File: config.mk
export PLATFORM = sky130hd
export DESIGN_NAME = ini_line_stream_parser_unit
export DESIGN_NICKNAME = d
export VERILOG_FILES = /design/src/hw/rtl/ilsp_pkg.sv /design/src/hw/rtl/ilsp_core.sv /design/src/hw/rtl/ilsp_out_queue.sv /design/src/hw/rtl/ini_line_stream_parser_unit.sv
export SDC_FILE = /design/constraint.sdc
export NUM_CORES = 1
export LEC_CHECK = 0
export ABC_CLOCK_PERIOD_IN_PS = 5200
export BUFFER_PORTS_ARGS = -buffer_cell sky130_fd_sc_hd__buf_2
export CAP_MARGIN = 20
export CORE_MARGIN = 4
export CORE_UTILIZATION = 40
export DETAILED_ROUTE_END_ITERATION = 10
export PLACE_DENSITY_LB_ADDON = 0.25
export SYNTH_ARGS = -nofsm -noshare
export SYNTH_HDL_FRONTEND = slang
export SYNTH_SLANG_ARGS = --single-unit
File: constraint.sdc
create_clock -name clk -period 5.2 [get_ports clk]
set_clock_uncertainty 0.1 [all_clocks]
set_input_delay 0.26 -clock clk [delete_from_list [all_inputs] [get_ports clk]]
set_output_delay 0.26 -clock clk [all_outputs]
set_load 0.05 [all_outputs]
File: src/hw/rtl/ilsp_pkg.sv
package ilsp_pkg;

    localparam logic [7:0] CH_LF  = 8'h0A;
    localparam logic [7:0] CH_CR  = 8'h0D;
    localparam logic [7:0] CH_LBR = 8'h5B;
    localparam logic [7:0] CH_RBR = 8'h5D;
    localparam logic [7:0] CH_EQ  = 8'h3D;

    localparam logic CMD_TEXT = 1'b0;
    localparam logic CMD_END  = 1'b1;

    localparam logic [2:0] ROLE_STRUCT  = 3'd0;
    localparam logic [2:0] ROLE_SECTION = 3'd1;
    localparam logic [2:0] ROLE_KEY     = 3'd2;
    localparam logic [2:0] ROLE_VALUE   = 3'd3;
    localparam logic [2:0] ROLE_VERDICT = 3'd4;

    localparam logic [1:0] VERDICT_BLANK   = 2'd0;
    localparam logic [1:0] VERDICT_SECTION = 2'd1;
    localparam logic [1:0] VERDICT_KV      = 2'd2;
    localparam logic [1:0] VERDICT_ERROR   = 2'd3;

    localparam logic [2:0] ERR_NONE        = 3'd0;
    localparam logic [2:0] ERR_TOO_LONG    = 3'd1;
    localparam logic [2:0] ERR_NO_RBR      = 3'd2;
    localparam logic [2:0] ERR_BAD_SECTION = 3'd3;
    localparam logic [2:0] ERR_NO_EQ       = 3'd4;
    localparam logic [2:0] ERR_BAD_KEY     = 3'd5;
    localparam logic [2:0] ERR_EQ_IN_VALUE = 3'd6;

    localparam int QUEUE_DEPTH = 4;
    localparam int QPTR_W      = 2;
    localparam int QCNT_W      = 3;

    typedef struct packed {
        logic [2:0]  role;
        logic [7:0]  text_byte;
        logic [1:0]  verdict;
        logic [2:0]  error_code;
        logic [7:0]  error_column;
        logic [15:0] line_number;
        logic        end_of_input;
        logic        last;
    } result_t;

    // up to two results per item, first one in rec0
    typedef struct packed {
        logic [1:0] count;
        result_t    rec0;
        result_t    rec1;
    } push_t;

    function automatic logic is_alnum(input logic [7:0] c);
        is_alnum = (c >= 8'h30 && c <= 8'h39) || (c >= 8'h41 && c <= 8'h5A) ||
                   (c >= 8'h61 && c <= 8'h7A);
    endfunction

    function automatic logic is_ws(input logic [7:0] c);
        is_ws = (c == 8'h20) || (c >= 8'h09 && c <= 8'h0D);
    endfunction

endpackage

File: src/hw/rtl/ilsp_core.sv
module ilsp_core #(
    parameter int MAX_COLUMNS = 256
) (
    input  logic              clk,
    input  logic              rst_n,
    input  logic              accept,
    input  logic              cmd,
    input  logic [7:0]        ch,
    output ilsp_pkg::push_t   push
);

    localparam int CW = $clog2(MAX_COLUMNS + 1);

    logic [7:0]    held_byte_reg, held_byte_next;
    logic          held_valid_reg, held_valid_next;
    logic [CW-1:0] col_reg, col_next;
    logic          ws_reg, ws_next;
    logic          sec_reg, sec_next;
    logic          eq_reg, eq_next;
    logic          rbr_reg, rbr_next;
    logic          bad_v_reg, bad_v_next;
    logic [CW-1:0] bad_col_reg, bad_col_next;
    logic          veq_v_reg, veq_v_next;
    logic [CW-1:0] veq_col_reg, veq_col_next;
    logic [15:0]   line_index_reg, line_index_next;
    logic          halted_reg, halted_next;

    // state after committing the held byte
    logic [CW-1:0] cm_col, cm_bad_col, cm_veq_col;
    logic          cm_ws, cm_sec, cm_eq, cm_rbr, cm_bad_v, cm_veq_v;
    logic [2:0]    cm_role;
    logic          cand_a, cand_b;

    logic          do_finish, do_commit;
    logic [CW-1:0] p_col, p_bad_col, p_veq_col;
    logic          p_ws, p_sec, p_eq, p_rbr, p_bad_v, p_veq_v;

    logic [1:0]    fin_verdict;
    logic [2:0]    fin_err;
    logic [CW-1:0] fin_col;
    logic [CW+7:0] fin_col_ext;

    ilsp_pkg::result_t commit_rec, fin_rec;

    always_comb
    begin
        cm_col     = (col_reg < CW'(MAX_COLUMNS)) ? col_reg + CW'(1) : col_reg;
        cm_ws      = ws_reg & ilsp_pkg::is_ws(held_byte_reg);
        cm_sec     = sec_reg | ((col_reg == '0) && (held_byte_reg == ilsp_pkg::CH_LBR));
        cm_eq      = eq_reg;
        cm_rbr     = rbr_reg;
        cm_bad_v   = bad_v_reg;
        cm_bad_col = bad_col_reg;
        cm_veq_v   = veq_v_reg;
        cm_veq_col = veq_col_reg;
        cand_a     = 1'b0;
        cand_b     = 1'b0;
        if (cm_sec)
        begin
            // a ']' that is not the last byte counts against the name
            cand_a = (col_reg >= CW'(2)) && rbr_reg;
            if ((col_reg == '0) || (held_byte_reg == ilsp_pkg::CH_RBR))
            begin
                cm_role = ilsp_pkg::ROLE_STRUCT;
            end
            else
            begin
                cm_role = ilsp_pkg::ROLE_SECTION;
                cand_b  = !ilsp_pkg::is_alnum(held_byte_reg);
            end
            cm_rbr = (held_byte_reg == ilsp_pkg::CH_RBR);
        end
        else if (!eq_reg)
        begin
            if (held_byte_reg == ilsp_pkg::CH_EQ)
            begin
                cm_eq   = 1'b1;
                cm_role = ilsp_pkg::ROLE_STRUCT;
            end
            else
            begin
                cm_role = ilsp_pkg::ROLE_KEY;
                cand_b  = !ilsp_pkg::is_alnum(held_byte_reg);
            end
        end
        else
        begin
            cm_role = ilsp_pkg::ROLE_VALUE;
            if ((held_byte_reg == ilsp_pkg::CH_EQ) && !veq_v_reg)
            begin
                cm_veq_v   = 1'b1;
                cm_veq_col = col_reg;
            end
        end
        if (!bad_v_reg)
        begin
            if (cand_a)
            begin
                cm_bad_v   = 1'b1;
                cm_bad_col = col_reg - CW'(1);
            end
            else if (cand_b)
            begin
                cm_bad_v   = 1'b1;
                cm_bad_col = col_reg;
            end
        end
    end

    always_comb
    begin
        do_finish = (cmd == ilsp_pkg::CMD_END) || (ch == ilsp_pkg::CH_LF);
        // a lone CR right before the line end is dropped
        do_commit = held_valid_reg && (!do_finish || (held_byte_reg != ilsp_pkg::CH_CR));

        p_col     = do_commit ? cm_col     : col_reg;
        p_ws      = do_commit ? cm_ws      : ws_reg;
        p_sec     = do_commit ? cm_sec     : sec_reg;
        p_eq      = do_commit ? cm_eq      : eq_reg;
        p_rbr     = do_commit ? cm_rbr     : rbr_reg;
        p_bad_v   = do_commit ? cm_bad_v   : bad_v_reg;
        p_bad_col = do_commit ? cm_bad_col : bad_col_reg;
        p_veq_v   = do_commit ? cm_veq_v   : veq_v_reg;
        p_veq_col = do_commit ? cm_veq_col : veq_col_reg;

        fin_verdict = ilsp_pkg::VERDICT_ERROR;
        fin_err     = ilsp_pkg::ERR_NONE;
        fin_col     = '0;
        if (p_col >= CW'(MAX_COLUMNS))
        begin
            fin_err = ilsp_pkg::ERR_TOO_LONG;
        end
        else if (p_ws)
        begin
            fin_verdict = ilsp_pkg::VERDICT_BLANK;
        end
        else if (p_sec)
        begin
            if (!p_rbr)
            begin
                fin_err = ilsp_pkg::ERR_NO_RBR;
                fin_col = p_col - CW'(1);
            end
            else if (p_bad_v)
            begin
                fin_err = ilsp_pkg::ERR_BAD_SECTION;
                fin_col = p_bad_col;
            end
            else
            begin
                fin_verdict = ilsp_pkg::VERDICT_SECTION;
            end
        end
        else if (!p_eq)
        begin
            fin_err = ilsp_pkg::ERR_NO_EQ;
        end
        else if (p_bad_v)
        begin
            fin_err = ilsp_pkg::ERR_BAD_KEY;
            fin_col = p_bad_col;
        end
        else if (p_veq_v)
        begin
            fin_err = ilsp_pkg::ERR_EQ_IN_VALUE;
            fin_col = p_veq_col;
        end
        else
        begin
            fin_verdict = ilsp_pkg::VERDICT_KV;
        end
        fin_col_ext = {8'd0, fin_col};
    end

    always_comb
    begin
        commit_rec.role         = cm_role;
        commit_rec.text_byte    = held_byte_reg;
        commit_rec.verdict      = ilsp_pkg::VERDICT_BLANK;
        commit_rec.error_code   = ilsp_pkg::ERR_NONE;
        commit_rec.error_column = 8'd0;
        commit_rec.line_number  = line_index_reg;
        commit_rec.end_of_input = 1'b0;
        commit_rec.last         = !do_finish;

        fin_rec.role            = ilsp_pkg::ROLE_VERDICT;
        fin_rec.text_byte       = 8'd0;
        fin_rec.verdict         = fin_verdict;
        fin_rec.error_code      = fin_err;
        fin_rec.error_column    = fin_col_ext[7:0];
        fin_rec.line_number     = line_index_reg;
        fin_rec.end_of_input    = (cmd == ilsp_pkg::CMD_END);
        fin_rec.last            = 1'b1;

        push.rec0  = do_commit ? commit_rec : fin_rec;
        push.rec1  = fin_rec;
        push.count = (accept && !halted_reg) ?
                     ({1'b0, do_commit} + {1'b0, do_finish}) : 2'd0;
    end

    always_comb
    begin
        held_byte_next  = held_byte_reg;
        held_valid_next = held_valid_reg;
        col_next        = col_reg;
        ws_next         = ws_reg;
        sec_next        = sec_reg;
        eq_next         = eq_reg;
        rbr_next        = rbr_reg;
        bad_v_next      = bad_v_reg;
        bad_col_next    = bad_col_reg;
        veq_v_next      = veq_v_reg;
        veq_col_next    = veq_col_reg;
        line_index_next = line_index_reg;
        halted_next     = halted_reg;
        if (accept && !halted_reg)
        begin
            if (do_finish)
            begin
                held_byte_next  = 8'd0;
                held_valid_next = 1'b0;
                col_next        = '0;
                ws_next         = 1'b1;
                sec_next        = 1'b0;
                eq_next         = 1'b0;
                rbr_next        = 1'b0;
                bad_v_next      = 1'b0;
                bad_col_next    = '0;
                veq_v_next      = 1'b0;
                veq_col_next    = '0;
                halted_next     = (fin_err != ilsp_pkg::ERR_NONE);
                if (cmd == ilsp_pkg::CMD_END)
                begin
                    line_index_next = 16'd0;
                end
                else if (line_index_reg != 16'hFFFF)
                begin
                    line_index_next = line_index_reg + 16'd1;
                end
            end
            else
            begin
                held_byte_next  = ch;
                held_valid_next = 1'b1;
                col_next        = p_col;
                ws_next         = p_ws;
                sec_next        = p_sec;
                eq_next         = p_eq;
                rbr_next        = p_rbr;
                bad_v_next      = p_bad_v;
                bad_col_next    = p_bad_col;
                veq_v_next      = p_veq_v;
                veq_col_next    = p_veq_col;
            end
        end
    end

    always_ff @(posedge clk or negedge rst_n)
    begin
        if (!rst_n)
        begin
            held_byte_reg  <= 8'd0;
            held_valid_reg <= 1'b0;
            col_reg        <= '0;
            ws_reg         <= 1'b1;
            sec_reg        <= 1'b0;
            eq_reg         <= 1'b0;
            rbr_reg        <= 1'b0;
            bad_v_reg      <= 1'b0;
            bad_col_reg    <= '0;
            veq_v_reg      <= 1'b0;
            veq_col_reg    <= '0;
            line_index_reg <= 16'd0;
            halted_reg     <= 1'b0;
        end
        else
        begin
            held_byte_reg  <= held_byte_next;
            held_valid_reg <= held_valid_next;
            col_reg        <= col_next;
            ws_reg         <= ws_next;
            sec_reg        <= sec_next;
            eq_reg         <= eq_next;
            rbr_reg        <= rbr_next;
            bad_v_reg      <= bad_v_next;
            bad_col_reg    <= bad_col_next;
            veq_v_reg      <= veq_v_next;
            veq_col_reg    <= veq_col_next;
            line_index_reg <= line_index_next;
            halted_reg     <= halted_next;
        end
    end

endmodule

File: src/hw/rtl/ilsp_out_queue.sv
module ilsp_out_queue (
    input  logic                clk,
    input  logic                rst_n,
    input  ilsp_pkg::push_t     push,
    output logic                room,
    output logic                out_valid,
    input  logic                out_ready,
    output ilsp_pkg::result_t   out_rec
);

    ilsp_pkg::result_t               entry_reg [ilsp_pkg::QUEUE_DEPTH];
    logic [ilsp_pkg::QPTR_W-1:0]     head_reg, head_next;
    logic [ilsp_pkg::QPTR_W-1:0]     tail_reg, tail_next;
    logic [ilsp_pkg::QPTR_W-1:0]     tail_plus1;
    logic [ilsp_pkg::QCNT_W-1:0]     count_reg, count_next;
    logic                            pop;

    // room for a full two-result item
    assign room       = (count_reg <= ilsp_pkg::QCNT_W'(ilsp_pkg::QUEUE_DEPTH - 2));
    assign out_valid  = (count_reg != '0);
    assign out_rec    = entry_reg[head_reg];
    assign pop        = out_valid && out_ready;
    assign tail_plus1 = tail_reg + ilsp_pkg::QPTR_W'(1);

    always_comb
    begin
        head_next  = pop ? head_reg + ilsp_pkg::QPTR_W'(1) : head_reg;
        tail_next  = tail_reg + ilsp_pkg::QPTR_W'(push.count);
        count_next = count_reg + ilsp_pkg::QCNT_W'(push.count)
                     - ilsp_pkg::QCNT_W'(pop);
    end

    always_ff @(posedge clk)
    begin
        if (push.count != 2'd0)
        begin
            entry_reg[tail_reg] <= push.rec0;
        end
        if (push.count == 2'd2)
        begin
            entry_reg[tail_plus1] <= push.rec1;
        end
    end

    always_ff @(posedge clk or negedge rst_n)
    begin
        if (!rst_n)
        begin
            head_reg  <= '0;
            tail_reg  <= '0;
            count_reg <= '0;
        end
        else
        begin
            head_reg  <= head_next;
            tail_reg  <= tail_next;
            count_reg <= count_next;
        end
    end

endmodule

File: src/hw/rtl/ini_line_stream_parser_unit.sv
// channel  | dir | tdata                                   | tuser  | tlast
// s_axis   | in  | ch[7:0]                                 | cmd    | -
// m_axis   | out | text_byte, verdict, error_code,         | role   | last
//          |     | error_column, line_number, end_of_input |        |
//
// One input item per cycle while s_axis_tready is high; each item's
// results are formed in the same cycle it is accepted and land in a
// four-entry output queue. A byte yields at most one echo; a line end or
// end of input yields up to two results.
// s_axis_tready is low while the queue has fewer than two free entries.
// Asynchronous reset; no clearing pass. After an error verdict items are
// still taken but produce nothing until reset.
module ini_line_stream_parser_unit #(
    parameter int MAX_COLUMNS = 256
) (
    input  logic        clk,
    input  logic        rst_n,
    input  logic        s_axis_tvalid,
    output logic        s_axis_tready,
    input  logic [7:0]  s_axis_tdata,   // ch[7:0]
    input  logic [0:0]  s_axis_tuser,   // cmd[0]
    output logic        m_axis_tvalid,
    input  logic        m_axis_tready,
    // text_byte[7:0], verdict[9:8], error_code[12:10], error_column[20:13],
    // line_number[36:21], end_of_input[37], zero[39:38]
    output logic [39:0] m_axis_tdata,
    output logic [2:0]  m_axis_tuser,   // role[2:0]
    output logic        m_axis_tlast
);

    ilsp_pkg::push_t   push;
    ilsp_pkg::result_t out_rec;
    logic              room;
    logic              accept;

    assign s_axis_tready = room;
    assign accept        = s_axis_tvalid && room;

    ilsp_core #(
        .MAX_COLUMNS (MAX_COLUMNS)
    ) u_core (
        .clk    (clk),
        .rst_n  (rst_n),
        .accept (accept),
        .cmd    (s_axis_tuser[0]),
        .ch     (s_axis_tdata),
        .push   (push)
    );

    ilsp_out_queue u_queue (
        .clk       (clk),
        .rst_n     (rst_n),
        .push      (push),
        .room      (room),
        .out_valid (m_axis_tvalid),
        .out_ready (m_axis_tready),
        .out_rec   (out_rec)
    );

    assign m_axis_tdata = {2'b00, out_rec.end_of_input, out_rec.line_number,
                           out_rec.error_column, out_rec.error_code,
                           out_rec.verdict, out_rec.text_byte};
    assign m_axis_tuser = out_rec.role;
    assign m_axis_tlast = out_rec.last;

endmodule
==> results by group <==
Synthesis
  • Seq cells post-synth: 232
  • Syn Area/Cell: 11.13 sq um
  • EDFF count, synth: 120
  • Warnings from Yosys: 0
  • Sequential element share of the synthesized area: 0.5419
  • Primary FF master, synth: edfxtp_1
  • FFs w/ async S/R, synth: 0.2759
  • Post-Syn Instances: 1022
  • Mapped Area: 0.01138 sq mm
  • Synth unique cells: 82

Flow run
  • Max cap viols: 0

Floorplanning
  • I/O Pins: 59
  • Starting Density: 0.4074
  • Core Region: 0.02793 sq mm
  • Die height: 176.7 um
  • Row cnt: 61
  • Die area: 0.03121 sq mm
  • Die width: 176.7 um

Clock network
  • Worst skew pair latency: 540 ps
  • Clk root buf: clkbuf_16
  • CTS Buffer Depth: 3
  • CTS tree: yes
  • Setup Fix Bufs, Post-CTS: 0
  • Sink Count: 232
  • Hold buffers post-CTS: 11
  • CTS clk-pin slew, worst paths: 60 ps
  • H-tree depth: 1
  • CTS buffer count: 26
  • Post-cts resize count: 0

Cells and area
  • Seq. cell area: 0.006170 sq mm
  • N_diodes: 0
  • Area Overhead vs Synth: 14.48%
  • Share of layout cells above drive strength 1: 0.1751
  • Area of the multi-input gates: 0.004845 sq mm
  • Fin nets: 1095
  • Largest register FFs: 168
  • Fin util: 0.4664
  • Filler Cells Inserted: 2622

Timing
  • Max Clk Rate: 225.8 MHz
  • Fin. max-slew vios: 0
  • Final TNS setup: 0 ps
  • RSZ-0062 raised after global routing: false
  • Setup violations, final: 0
  • Fin crit share: 0.8516
  • Worst-Margin Slew: 912.0 ps
  • Period minus WS final: 4428 ps
  • Relative slew slack: 0.3920
  • Hold Fails Final Rpt: 0

Setup path
  • CP max FO: 9
  • Worst EP arrival: 4600 ps
  • Worst endpoint required time: 5370 ps
  • Critical path class: register to register
  • Critical Path Source Type: register
  • Critical path launch point: u_core.col_reg[0]$_DFFE_PN0P_
  • Critical path endpoint category: register
  • Worst r2r src: u_core.col_reg[0]$_DFFE_PN0P_

Pwr
  • P_sw: 3.269 mW
  • Cell internal pwr: 4.400 mW
  • Switching Fraction: 0.4263
  • Max IR drop VDD: 0.0002643 V
  • Sequential share of power: 0.352
  • Clock share of power: 0.238
  • Power share of the combinational group: 0.411
  • Power Dens Cells: 588.7 mW/mm^2
  • Pleak: 4.975 nW

Global route
  • Remaining global-route overflow: 0
  • Vias in the first global route: 8427
  • Largest net degree at the start of global routing: 65
  • Global-route usage over all layers: 0.1932
  • Initial antenna violation count: 0
  • First-pass GRT wire length: 47950 um

Route
  • Post-Route WL: 29820 um
  • DR WL/cell: 20.30 um
  • Drt first pass iters: 5
  • Vias/cell: 5.666
  • Post-route DRC violation count: 0
  • 1st-iter DRT viols: 692
  • Vias post-DR: 8323
  • Post-DRT Antenna Nets: 0

Placed design
  • Routability Congestion: 0.9107
  • Detail Placement HPWL: 20130 um
  • Number of buffers added on ports: 56

Hold path
  • Hold Crit Class: input pin to register
  • Critical hold path startpoint: s_axis_tvalid

Run status
  • Outcome: finished clean
## final cells by class
type,count,share of cell area
multi-input combinational,696,0.3719
clock buffer,36,0.06080
inverter,27,0.007779
sequential,232,0.4736
timing repair buffer,88,0.04399
tap,378,0.03630
clock inverter,12,0.005667
## through the flow
step	instance area [sq um]	instances	power [mW]	setup slack [ps]	hold WS, ps
detailed placement	12050	1410	5.879	833.2	336.6
global route	13030	1469	8.086	526.6	285.8
finish	13030	1469	7.669	771.8	255.9
floorplan	11380	1023	5.005	961.0	-135.6
global placement	12050	1410	5.862	851.2	330.3
CTS	13030	1469	7.728	816.1	239.3
## Yosys cell counts (3+ instances only)
cell	instances	area share
dfrtp_1	63	0.14
o31ai_1	8	0.0053
nor4_1	9	0.0049
ha_1	10	0.011
and3_1	36	0.020
edfxtp_1	120	0.32
and2_1	35	0.019
xnor2_1	16	0.012
o211ai_1	7	0.0046
o32ai_1	4	0.0031
a32o_1	13	0.011
dfxtp_1	48	0.084
a211oi_1	7	0.0046
o21ai_1	4	0.0018
nor3_1	18	0.0079
mux4_2	42	0.083
a22o_1	13	0.010
a21oi_1	39	0.017
nor2_1	110	0.036
clkbuf_1	57	0.019
a31oi_1	6	0.0033
o21ai_0	65	0.029
a21o_1	3	0.0020
nand2b_1	9	0.0049
o22ai_1	7	0.0038
or2_2	7	0.0038
and4_1	4	0.0031
buf_1	4	0.0013
mux2_2	4	0.0040
nand4_1	7	0.0038
nand2_1	104	0.034
or3_1	11	0.0060
mux2i_1	13	0.011
inv_1	26	0.0086
xor2_1	14	0.011
nand3_1	18	0.0079
buf_4	3	0.0020
## cells by family after synthesis
group                      share of synthesized area
AOI/OAI and AO/OA                             0.1195
other                                      0.0003295
and+or+nand+nor                               0.1664
xor gates and xnor gates                     0.02309
DFF                                           0.5419
buffers and inverters                        0.03331
muxes                                         0.1018
adders and majority gates                    0.01363
## path summary, 6_finish.rpt
check                           depth (start not counted)                               endpoint  slack (ps)
worst max-delay path                                   10     u_queue.entry_reg[1][21]$_DFFE_PP_         770
worst min-delay path                                    5    u_core.held_byte_reg[7]$_DFFE_PN0P_         260
worst max register to register                         10     u_queue.entry_reg[1][21]$_DFFE_PP_         770
worst min register to register                          2  u_queue.entry_reg[1][41]$_SDFFE_PP1P_         340
max in group asynchronous                               3        u_queue.head_reg[1]$_DFFE_PN0P_        3970
min in group asynchronous                               3          u_core.col_reg[6]$_DFFE_PN0P_         380
## worst max-delay path: stages, from the launching register on
cell,delay (ps)
dfrtp_1,500
clkinv_1,230
ha_1,280
or4b_1,540
o41a_1,570
nor2_1,480
a21oi_2,160
o211ai_1,590
o32ai_1,160
o22ai_1,450
nor2_1,100
## placed cells by master (no fill, tap or decap), types with 18 or more instances in the layout
cell type    n
a21oi_1     39
and2_1      35
and3_1      36
buf_2       56
buf_4       19
clkbuf_16   29
dfrtp_1     61
dfxtp_1     48
edfxtp_1   120
inv_1       26
mux4_2      42
nand2_1    104
nand3_1     18
nor2_1     110
nor3_1      18
o21ai_0     65
## power groups by stage
stage / logic, mW / clock network (mW) / registers, mW
after floorplan: 2.54 / 0 / 2.47
after global placement: 3.15 / 0 / 2.71
after detailed placement: 3.15 / 0 / 2.73
after CTS: 3.17 / 1.87 / 2.69
after global routing: 3.39 / 1.94 / 2.75
final: 3.15 / 1.82 / 2.70
## per-layer routing
layer	vias up	global-route usage	wire length, um	share of wire
met5	-	0	0	0
met4	0	0.04610	685	0.023
met3	51	0.03204	1643	0.055
met2	264	0.3152	14070	0.47
met1	4135	0.2727	13420	0.45
li1	3873	-	-	-
(Power assumes the default switching activity.)
